<file path="config.mk">
export PLATFORM = sky130hd
export DESIGN_NAME = decimal_string_to_integer_flat
export DESIGN_NICKNAME = d
export VERILOG_FILES = /design/src/sv/dsi_pkg.sv /design/src/sv/dsi_in_if.sv /design/src/sv/dsi_out_if.sv /design/src/sv/decimal_string_to_integer.sv /design/src/flat_wrapper.sv
export SDC_FILE = /design/constraint.sdc
export NUM_CORES = 1
export LEC_CHECK = 0
export BUFFER_PORTS_ARGS = -buffer_cell sky130_fd_sc_hd__buf_2
export CAP_MARGIN = 15
export CORE_ASPECT_RATIO = 0.5
export CORE_MARGIN = 5
export CORE_UTILIZATION = 70
export CTS_BUF_LIST = sky130_fd_sc_hd__clkbuf_8
export CTS_CLUSTER_DIAMETER = 60
export DETAILED_ROUTE_END_ITERATION = 7
export PLACE_DENSITY_LB_ADDON = 0.08
export SLEW_MARGIN = 20
export SYNTH_ARGS = -nofsm -noshare
export SYNTH_HDL_FRONTEND = slang
export SYNTH_SLANG_ARGS = --single-unit
</file>
<file path="constraint.sdc">
create_clock -name clk -period 15.4 [get_ports clk]
set_input_delay 2.31 -clock clk [delete_from_list [all_inputs] [get_ports clk]]
set_output_delay 2.31 -clock clk [all_outputs]
set_load 0.03 [all_outputs]
</file>
<file path="src/sv/dsi_pkg.sv">
`timescale 1ns / 1ps
// ----------------------------------------------------------------------------
// dsi_pkg
// types and constants shared by the decimal string parser and its channels
// ----------------------------------------------------------------------------
package dsi_pkg;

  localparam int CHAR_W     = 8;
  localparam int VALUE_W    = 64;
  localparam int NARROW_W   = 32;
  localparam int DIGIT_W    = 4;
  localparam int CFG_IDX_W  = 1;
  localparam int CFG_DATA_W = 2;

  localparam logic [CFG_IDX_W-1:0] CFG_STRICT = 1'd0;
  localparam logic [CFG_IDX_W-1:0] CFG_WIDTH  = 1'd1;

  localparam logic [1:0] WM_S32 = 2'd0;
  localparam logic [1:0] WM_S64 = 2'd1;
  localparam logic [1:0] WM_U32 = 2'd2;

  localparam logic [CHAR_W-1:0] CH_NUL   = 8'h00;
  localparam logic [CHAR_W-1:0] CH_SPACE = 8'h20;
  localparam logic [CHAR_W-1:0] CH_PLUS  = 8'h2b;
  localparam logic [CHAR_W-1:0] CH_MINUS = 8'h2d;
  localparam logic [CHAR_W-1:0] CH_ZERO  = 8'h30;
  localparam logic [CHAR_W-1:0] CH_NINE  = 8'h39;

  localparam logic [DIGIT_W-1:0] LAST_DIGIT_AT_LIMIT = 4'd8;

  // most negative value divided by ten, truncated toward zero
  localparam logic [VALUE_W-1:0] LIM_S32 = 64'hFFFF_FFFF_F333_3334;
  localparam logic [VALUE_W-1:0] LIM_S64 = 64'hF333_3333_3333_3334;
  localparam logic [VALUE_W-1:0] MIN_S32 = 64'hFFFF_FFFF_8000_0000;
  localparam logic [VALUE_W-1:0] MIN_S64 = 64'h8000_0000_0000_0000;

  typedef enum logic [1:0] {
    PH_SKIP    = 2'd0,
    PH_DIGITS  = 2'd1,
    PH_STOPPED = 2'd2
  } phase_t;

endpackage

</file>
<file path="src/sv/dsi_in_if.sv">
`timescale 1ns / 1ps
// ----------------------------------------------------------------------------
// dsi_in_if
// character channel: one string character per transaction
// ----------------------------------------------------------------------------
interface dsi_in_if;
  import dsi_pkg::*;

  logic              valid;
  logic              ready;
  logic [CHAR_W-1:0] char_code;
  logic              end_of_string;

  modport source (output valid, output char_code, output end_of_string, input ready);
  modport sink   (input valid, input char_code, input end_of_string, output ready);
endinterface

</file>
<file path="src/sv/dsi_out_if.sv">
`timescale 1ns / 1ps
// ----------------------------------------------------------------------------
// dsi_out_if
// result channel: parsed value and success flag per transaction
// ----------------------------------------------------------------------------
interface dsi_out_if;
  import dsi_pkg::*;

  logic                      valid;
  logic                      ready;
  logic signed [VALUE_W-1:0] parsed_value;
  logic                      parse_ok;

  modport source (output valid, output parsed_value, output parse_ok, input ready);
  modport sink   (input valid, input parsed_value, input parse_ok, output ready);
endinterface

</file>
<file path="src/sv/decimal_string_to_integer.sv">
`timescale 1ns / 1ps
// ----------------------------------------------------------------------------
// decimal_string_to_integer
// streaming decimal string parser with strict and wrapping modes
// throughput: one character per cycle, unless end of string waits for the
//   output, set by the combinational accumulator step (times ten, subtract
//   digit, final negate) on the registered input; result in out_value_r
// reset: synchronous active-low, clears parser state, config registers and valids
// ----------------------------------------------------------------------------
module decimal_string_to_integer (
  input  logic                              clk,
  input  logic                              rst_n,
  dsi_in_if.sink                            in_ch,
  dsi_out_if.source                         out_ch,
  input  logic                              cfg_we,
  input  logic [dsi_pkg::CFG_IDX_W-1:0]     cfg_index,
  input  logic [dsi_pkg::CFG_DATA_W-1:0]    cfg_wdata
);
  import dsi_pkg::*;

  logic               strict_r;
  logic [1:0]         wmode_r;

  logic               s1_valid_r;
  logic [CHAR_W-1:0]  s1_char_r;
  logic               s1_eos_r;

  phase_t             phase_r, phase_nxt;
  logic               neg_r, neg_nxt;
  logic [VALUE_W-1:0] acc_r, acc_nxt;
  logic               fail_r, fail_nxt;

  logic               out_valid_r;
  logic [VALUE_W-1:0] out_value_r, out_value_nxt;
  logic               out_ok_r, out_ok_nxt;

  logic               narrow;
  logic               out_free;
  logic               s1_adv;
  logic               step_en;
  logic               take;
  logic               is_digit;
  logic [DIGIT_W-1:0] digit;
  logic [VALUE_W-1:0] lim;
  logic [VALUE_W-1:0] min_val;
  logic               over_lim;
  logic [VALUE_W-1:0] acc_raw;
  logic [VALUE_W-1:0] acc_step;
  logic [VALUE_W-1:0] acc_negated;
  logic [VALUE_W-1:0] val_pos;
  logic [VALUE_W-1:0] val_sel;

  assign narrow   = (wmode_r == WM_S32);
  assign out_free = !out_valid_r || out_ch.ready;
  assign s1_adv   = !s1_eos_r || out_free;
  assign step_en  = s1_valid_r && s1_adv;
  assign in_ch.ready = !s1_valid_r || s1_adv;

  // digit step
  assign is_digit = (s1_char_r >= CH_ZERO) && (s1_char_r <= CH_NINE);
  assign digit    = DIGIT_W'(s1_char_r - CH_ZERO);
  assign lim      = narrow ? LIM_S32 : LIM_S64;
  assign min_val  = narrow ? MIN_S32 : MIN_S64;
  assign over_lim = ($signed(acc_r) < $signed(lim)) ||
                    ((acc_r == lim) && (digit > LAST_DIGIT_AT_LIMIT));
  assign acc_raw  = (acc_r << 3) + (acc_r << 1) - VALUE_W'(digit);
  assign acc_step = narrow ? {{(VALUE_W-NARROW_W){acc_raw[NARROW_W-1]}},
                              acc_raw[NARROW_W-1:0]} : acc_raw;

  always_comb begin
    phase_nxt = phase_r;
    neg_nxt   = neg_r;
    acc_nxt   = acc_r;
    fail_nxt  = fail_r;
    take      = 1'b0;
    unique case (phase_r)
      PH_SKIP: begin
        if (s1_char_r != CH_SPACE) begin
          phase_nxt = PH_DIGITS;
          if ((s1_char_r == CH_MINUS) || (s1_char_r == CH_PLUS)) begin
            neg_nxt = (s1_char_r == CH_MINUS);
          end else begin
            take = 1'b1;
          end
        end
      end
      PH_DIGITS: begin
        take = 1'b1;
      end
      PH_STOPPED: begin
        take = 1'b0;
      end
      default: begin
        take = 1'b0;
      end
    endcase
    if (take) begin
      if (s1_char_r == CH_NUL) begin
        phase_nxt = PH_STOPPED;
      end else if (!is_digit) begin
        if (strict_r) begin
          fail_nxt = 1'b1;
        end
        phase_nxt = PH_STOPPED;
      end else if (strict_r && over_lim) begin
        fail_nxt  = 1'b1;
        phase_nxt = PH_STOPPED;
      end else begin
        acc_nxt = acc_step;
      end
    end
  end

  // final value and checks
  assign acc_negated = '0 - acc_nxt;
  assign val_pos = narrow ? {{(VALUE_W-NARROW_W){acc_negated[NARROW_W-1]}},
                             acc_negated[NARROW_W-1:0]} : acc_negated;
  assign val_sel = neg_nxt ? acc_nxt : val_pos;

  always_comb begin
    out_ok_nxt = !fail_nxt;
    if (strict_r && !neg_nxt && (acc_nxt == min_val)) begin
      out_ok_nxt = 1'b0;
    end
    if (wmode_r[1] && (val_sel[VALUE_W-1:NARROW_W] != '0)) begin
      out_ok_nxt = 1'b0;
    end
    out_value_nxt = out_ok_nxt ? val_sel : '0;
  end

  always_ff @(posedge clk) begin
    if (!rst_n) begin
      strict_r <= 1'b0;
      wmode_r  <= WM_S32;
    end else if (cfg_we) begin
      unique case (cfg_index)
        CFG_STRICT: strict_r <= cfg_wdata[0];
        CFG_WIDTH:  wmode_r  <= cfg_wdata;
        default:    ;
      endcase
    end
  end

  always_ff @(posedge clk) begin
    if (!rst_n) begin
      s1_valid_r <= 1'b0;
    end else if (in_ch.ready) begin
      s1_valid_r <= in_ch.valid;
    end
  end

  always_ff @(posedge clk) begin
    if (in_ch.valid && in_ch.ready) begin
      s1_char_r <= in_ch.char_code;
      s1_eos_r  <= in_ch.end_of_string;
    end
  end

  always_ff @(posedge clk) begin
    if (!rst_n) begin
      phase_r <= PH_SKIP;
      neg_r   <= 1'b0;
      acc_r   <= '0;
      fail_r  <= 1'b0;
    end else if (step_en) begin
      if (s1_eos_r) begin
        phase_r <= PH_SKIP;
        neg_r   <= 1'b0;
        acc_r   <= '0;
        fail_r  <= 1'b0;
      end else begin
        phase_r <= phase_nxt;
        neg_r   <= neg_nxt;
        acc_r   <= acc_nxt;
        fail_r  <= fail_nxt;
      end
    end
  end

  always_ff @(posedge clk) begin
    if (!rst_n) begin
      out_valid_r <= 1'b0;
    end else if (step_en && s1_eos_r) begin
      out_valid_r <= 1'b1;
    end else if (out_ch.ready) begin
      out_valid_r <= 1'b0;
    end
  end

  always_ff @(posedge clk) begin
    if (step_en && s1_eos_r) begin
      out_value_r <= out_value_nxt;
      out_ok_r    <= out_ok_nxt;
    end
  end

  assign out_ch.valid        = out_valid_r;
  assign out_ch.parsed_value = $signed(out_value_r);
  assign out_ch.parse_ok     = out_ok_r;

endmodule
</file>
<file path="src/flat_wrapper.sv">
// flat-port wrapper written by rule: the top's interface ports become plain ports
module decimal_string_to_integer_flat import dsi_pkg::*;
  (clk, rst_n, cfg_we, cfg_index, cfg_wdata, in_ch_valid, in_ch_char_code, in_ch_end_of_string, in_ch_ready, out_ch_valid, out_ch_parsed_value, out_ch_parse_ok, out_ch_ready);
  dsi_in_if in_ch_i ();
  dsi_out_if out_ch_i ();
  input  logic clk;
  input  logic rst_n;
  input  logic cfg_we;
  input  logic [dsi_pkg::CFG_IDX_W-1:0] cfg_index;
  input  logic [dsi_pkg::CFG_DATA_W-1:0] cfg_wdata;
  input wire logic [$bits(in_ch_i.valid)-1:0] in_ch_valid;
  input wire logic [$bits(in_ch_i.char_code)-1:0] in_ch_char_code;
  input wire logic [$bits(in_ch_i.end_of_string)-1:0] in_ch_end_of_string;
  output wire logic [$bits(in_ch_i.ready)-1:0] in_ch_ready;
  output wire logic [$bits(out_ch_i.valid)-1:0] out_ch_valid;
  output wire logic [$bits(out_ch_i.parsed_value)-1:0] out_ch_parsed_value;
  output wire logic [$bits(out_ch_i.parse_ok)-1:0] out_ch_parse_ok;
  input wire logic [$bits(out_ch_i.ready)-1:0] out_ch_ready;
  assign in_ch_i.valid = in_ch_valid;
  assign in_ch_i.char_code = in_ch_char_code;
  assign in_ch_i.end_of_string = in_ch_end_of_string;
  assign in_ch_ready = in_ch_i.ready;
  assign out_ch_valid = out_ch_i.valid;
  assign out_ch_parsed_value = out_ch_i.parsed_value;
  assign out_ch_parse_ok = out_ch_i.parse_ok;
  assign out_ch_i.ready = out_ch_ready;
  decimal_string_to_integer u_core (.clk(clk), .rst_n(rst_n), .in_ch(in_ch_i), .out_ch(out_ch_i), .cfg_we(cfg_we), .cfg_index(cfg_index), .cfg_wdata(cfg_wdata));
endmodule
</file>
# Yosys cells after proc, flatten, opt, wreduce, memory -nomap -nowiden
# Cells that the tools add are included.
# op_classes
addsub	4
order_cmp	4
eq_ne	6
mux	34
bitwise	1
n_reduce_logical	26
# op_table
op	count
two-way mux 64 bit	8
equality test 64 bit	2
adder 64 bit	1
less-than comparator 64 bit	1
subtractor 1 x 64 -> 64 bit (first input constant)	1
subtractor 64 x 4 -> 64 bit	1
two-way mux 63 bit	1
two-way mux 60 bit	1
nonzero test 32 bit	1
equality test 8 x 6 -> 1 bit (second input constant)	2
two-way mux 1 bit	16
two-way mux 2 bit	7
logical AND 1 bit	9
greater-or-equal comparator 8 x 6 -> 1 bit (second input constant)	1
<= comparator 8 x 6 -> 1 bit (second input constant)	1
logical NOT 8 bit	1
inequality test 8 x 6 -> 1 bit (second input constant)	1
logical NOT 1 bit	5
logical OR 1 bit	5
greater-than comparator 4 bit (second input constant)	1
logical NOT 2 bit	2
AND reduction 2 bit	2
subtractor 4 x 1 -> 4 bit (second input constant)	1
equality test 2 x 1 -> 1 bit (second input constant)	1
other kinds (3)	3
# word_totals
register_bits	147
input_bits	17
elab_cells	87

# Logic depth before layout (Yosys ltp)
# logic_depth
word_depth	16
depth_mapped	36

# Worst setup path before layout
# OpenSTA, ideal clock, no wires.
# synth_path
path_kind	register to register
startpoint	register u_core.wmode_r[1]
endpoint	register u_core.out_value_r[34], in the netlist u_core.out_ch.parsed_value[34], data pin
setup_ns	0.174
t_arrival_ns	8.914
required_ns	15.226
path_slack_ns	6.312
path_stages_with_launch	37
n_path_buf	13
cell_sequence	dfxtp_1 nor2_1 inv_1 clkbuf_1 clkbuf_1 clkbuf_1 clkbuf_1 clkbuf_1 ha_1 nand4_1 or4_1 and4bb_1 a31oi_1 o211ai_2 buf_4 buf_4 buf_4 clkbuf_1 clkbuf_1 clkbuf_1 clkbuf_1 o21ai_0 inv_1 ha_1 nand3_1 nor4_1 a41o_1 nand3_1 nor4b_2 nor3b_1 mux2_2 a221oi_1 nand4_1 nor4_2 a41oi_2 buf_2 a311oi_1
# synth_via
elab_chain_len	16
elab_cells_between_ends	27
# synth_lines
element	line	text
from (decl)	decimal_string_to_integer.sv:22	logic [1:0] wmode_r;
from (signal assigned)	decimal_string_to_integer.sv:138	CFG_WIDTH: wmode_r <= cfg_wdata;
parallel branches: the longest is 16 deep, another holds less-than comparator 64 bit	n/a	
to (signal assigned)	decimal_string_to_integer.sv:192	out_value_r <= out_value_nxt;
to (decl)	decimal_string_to_integer.sv:34	logic [VALUE_W-1:0] out_value_r, out_value_nxt;
# Several ways; the timed one is not identified.
# A chain may end at the register's enable or synchronous reset.

# Worst setup path after layout
# layout_path
startpoint	register u_core.wmode_r[1]
endpoint	register u_core.out_value_r[1], in the netlist u_core.out_ch.parsed_value[1], data pin
# The elaborated chain is that of the path after synthesis.

==> metrics.md <==
| Metric | Value |
|---|---|
| Status | `finished clean` |
| Core Footprint | `approximately 23000 um2` |
| Die width | `224 um` |
| Total GRT Usage | `0.384` |
| Critical path required time | `15.67 ns` |
| Synth async-reset ratio | `0` |
| Setup TNS | `0 ns` |
| Sequential Power Share | `0.369` |
| Placement Cell Area | `16500 um2` |
| Die Height | `117 um` |
| Worst rel slew slack | `0.270` |
| Final Cycle Share | `0.579` |
| Post-synthesis cell count | `between 2000 and 2500` |
| Fmax | `112 MHz` |
| TritonCTS clock tree | `yes` |
| Tmin final | `8.92 ns` |
| Global route total overflow | `0` |
| Starting Density | `0.707` |
| Via Count | `17193` |
| Worst skew pair latency | `0.49 ns` |
| Hold Path Class | `flop to flop` |
| Psw | `450 uW` |
| Largest net degree at the start of global routing | `81` |
| PD cells | `69.6 nW/um2` |
| VDD IR-drop max | `0.0672 mV` |
| Routed wire length | `52200 um` |
| P_int | `approximately 730 uW` |
| Post-layout nets | `2313` |
| Worst-path clk slew | `0.09 ns` |
| # setup viols final | `0` |
| Layout Cells excl Fill | `~2500` |
| Distinct cell type count after synthesis | `98` |
| Post-synth top area share | `0.139` |
| CP arrival | `just over 9 ns` |
| Syn_area_per_cell | `7.46 um2` |
| Critical path launch point type | `flop` |
| DRT Pass-1 Iters | `6` |
| Combinational Power Share | `0.365` |
| Fin. max-slew vios | `0` |
| Top FF cell, synth | `edfxtp_1` |
| Synth area leader | `edfxtp_1` |
| Die ar. | `26200 um2` |
| Post-synth EDFFs | `74` |
| Share of layout cells above drive strength 1 | `0.0886` |
| Clock Sinks | `147` |
| Final Cell Area | `16900 um2` |
| CP endpoint kind | `flop` |
| First-pass GRT wire length | `81100 um` |
| Port bufs | `83` |
| Iter 0 DRT Violations | `2787` |
| WL per Instance | `approximately 21 um` |
| Net Sw Frac | `0.382` |
| CTS root buf | `clkbuf_8` |
| Vias in the first global route | `15332` |
| Final Skew | `0.0202 ns` |
| Via density | `6.95` |
| Area Growth Syn to Fin | `5.76%` |
| Drt drc | `0` |
| Most frequent cells in the layout | `inv_1 (203), nor2_1 (202), nand2_1 (182)` |
| Fillers | `between 1500 and 2000` |
| Unrepaired setup endpoints after global routing | `no` |
| Yosys reg bits | `147` |
| Hold slack | `roughly 0.51 ns` |
| Synthesized area | `16000 um2` |
| Post-CTS Setup Bufs | `0` |
| DP HPWL | `between 30000 and 40000 um` |
| I/O pins | `84` |
| Ant diodes | `0` |
| Top post-synthesis cells by area | `edfxtp_1 (14%), ha_1 (11%), dfxtp_1 (9.1%), a21oi_1 (4.9%), nor2_1 (4.8%)` |
| Final total power | `1.18 mW` |
| Synth Warn # | `0` |
| Net Count, Synth | `2306` |
| Tightest Pin Transition | `1.09 ns` |
| Initial antenna violation count | `0` |
| Final hold viol count | `0` |
| Post-placement cell count | `approximately 2400` |
| Max-cap violations | `0` |
| CTS Hold Bufs | `0` |
| Routed Antenna Nets | `0` |
| Register area | `3680 um2` |
| Row count | `39` |
| Critical path class | `flop to flop` |
| Cts bufs inserted | `17` |
| CTS resizes | `0` |
| Leakage power | `7.63 nW` |
| CTS H-tree lvls | `4` |
| Clk pwr share | `0.267` |
| CP Max Fanout | `58` |
| Clock buffer depth | `2` |
| Placer Congestion | `around 1` |
| Seq/Total Area, Yosys | `0.230` |
| Most common cell after layout, fill and taps aside | `inv_1` |
| Area of the multi-input gates | `11200 um2` |
==> power by group through the flow <==
| stage | combinational (mW) | clock (mW) | sequential [mW] |
|---|---|---|---|
| floorplan | 0.286 | 0 | 0.457 |
| global placement | 0.403 | 0 | 0.442 |
| detailed placement | 0.409 | 0 | 0.443 |
| CTS | 0.412 | 0.310 | 0.434 |
| global route | 0.456 | 0.328 | 0.435 |
| finish | 0.429 | 0.314 | 0.434 |
==> cells by family (layout without fill, tap and decap cells) <==
kind of cell             Yosys count  after routing  synth area share
AO/OA/AOI/OAI                    618            618             0.259
buffers and inverters            316            336            0.0761
AND/OR/NAND/NOR                  822            822             0.263
adder cells (fa/ha/maj)          142            142             0.112
XOR/XNOR                          68             68            0.0372
flip-flops                       147            147             0.230
multiplexers                      34             34            0.0220
==> area by class of cell <==
type | instances | share of cell area
clock inverters | 13 | 0.00776
inverters | 203 | 0.0450
repair buffers | 101 | 0.0325
multi-input cells | 1684 | 0.659
well taps | 307 | 0.0227
flip-flops and latches | 147 | 0.218
clock buffers | 19 | 0.0154
==> cells in the mapped netlist (all sizes together), types with 37 or more instances <==
| master | count |
|---|---|
| nor2 | 205 |
| inv | 203 |
| nand2 | 182 |
| a21oi | 161 |
| ha | 140 |
| o21ai | 116 |
| nor3 | 92 |
| clkbuf | 91 |
| edfxtp | 74 |
| dfxtp | 73 |
| nand4 | 55 |
| and2 | 49 |
| nor2b | 47 |
| nand3 | 45 |
| xnor2 | 41 |
| a21o | 37 |
| a22oi | 37 |
==> sequential cells by signal, indices dropped and copies added (netlist names) <==
signal,cells
u_core.acc_r,64
u_core.fail_r,1
u_core.neg_r,1
u_core.out_ch.parse_ok,1
u_core.out_ch.parsed_value,64
u_core.out_ch.valid,1
u_core.phase_r,2
u_core.s1_char_r,8
u_core.s1_eos_r,1
u_core.s1_valid_r,1
u_core.strict_r,1
u_core.wmode_r,2
==> critical path, cell delays in order, from the launching register on <==
cell and delay [ns]:
dfxtp_1 0.34, nor2_2 0.11, buf_4 0.44, inv_2 0.27
buf_4 0.39, ha_1 0.41, nand4_1 0.16, or4_1 0.66
and4bb_1 0.34, a31oi_1 0.15, o211ai_4 0.27, o21ai_0 0.23
inv_1 0.12, ha_1 0.27, nand3_1 0.16, nor4_1 0.47
a41o_1 0.23, nand3_1 0.24, nor4b_2 0.77, nor3b_1 0.31
mux2_2 0.37, a221oi_1 0.35, nand4_1 0.19, nor4_2 0.45
a41oi_4 0.15, buf_4 0.32, a2111oi_0 0.40
==> metrics by stage <==
| stage | setup WS (ns) | utilization |
|---|---|---|
| 2_1_floorplan | 6.31 | - |
| 3_3_place_gp | 7.26 | 0.730 |
| 3_5_place_dp | 6.93 | 0.730 |
| 4_1_cts | 6.85 | 0.748 |
| 5_1_grt | 6.16 | 0.748 |
| 6_report | 6.48 | 0.748 |
==> routing by layer <==
metal | vias up | share of wire | track usage
met2 | 1150 | 0.43 | 0.614
met3 | 184 | 0.12 | 0.0867
met5 | - | 0 | 0
met4 | 0 | 0.037 | 0.133
li1 | 7909 | - | -
met1 | 7950 | 0.41 | 0.520
==> worst paths after layout <==
| check | slack, ns | startpoint | cells past startpoint | endpoint |
|---|---|---|---|---|
| max reg2reg | 6.48 | u_core.wmode_r[1]$_SDFFE_PN0P_ | 26 | u_core.out_ch.parsed_value[1]$_SDFFCE_PN0P_ |
| max | 6.48 | u_core.wmode_r[1]$_SDFFE_PN0P_ | 26 | u_core.out_ch.parsed_value[1]$_SDFFCE_PN0P_ |
| min reg2reg | 0.51 | u_core.wmode_r[1]$_SDFFE_PN0P_ | 2 | u_core.wmode_r[1]$_SDFFE_PN0P_ |
| min | 0.51 | u_core.wmode_r[1]$_SDFFE_PN0P_ | 2 | u_core.wmode_r[1]$_SDFFE_PN0P_ |
Note: power is estimated with default switching activity, not from simulation.
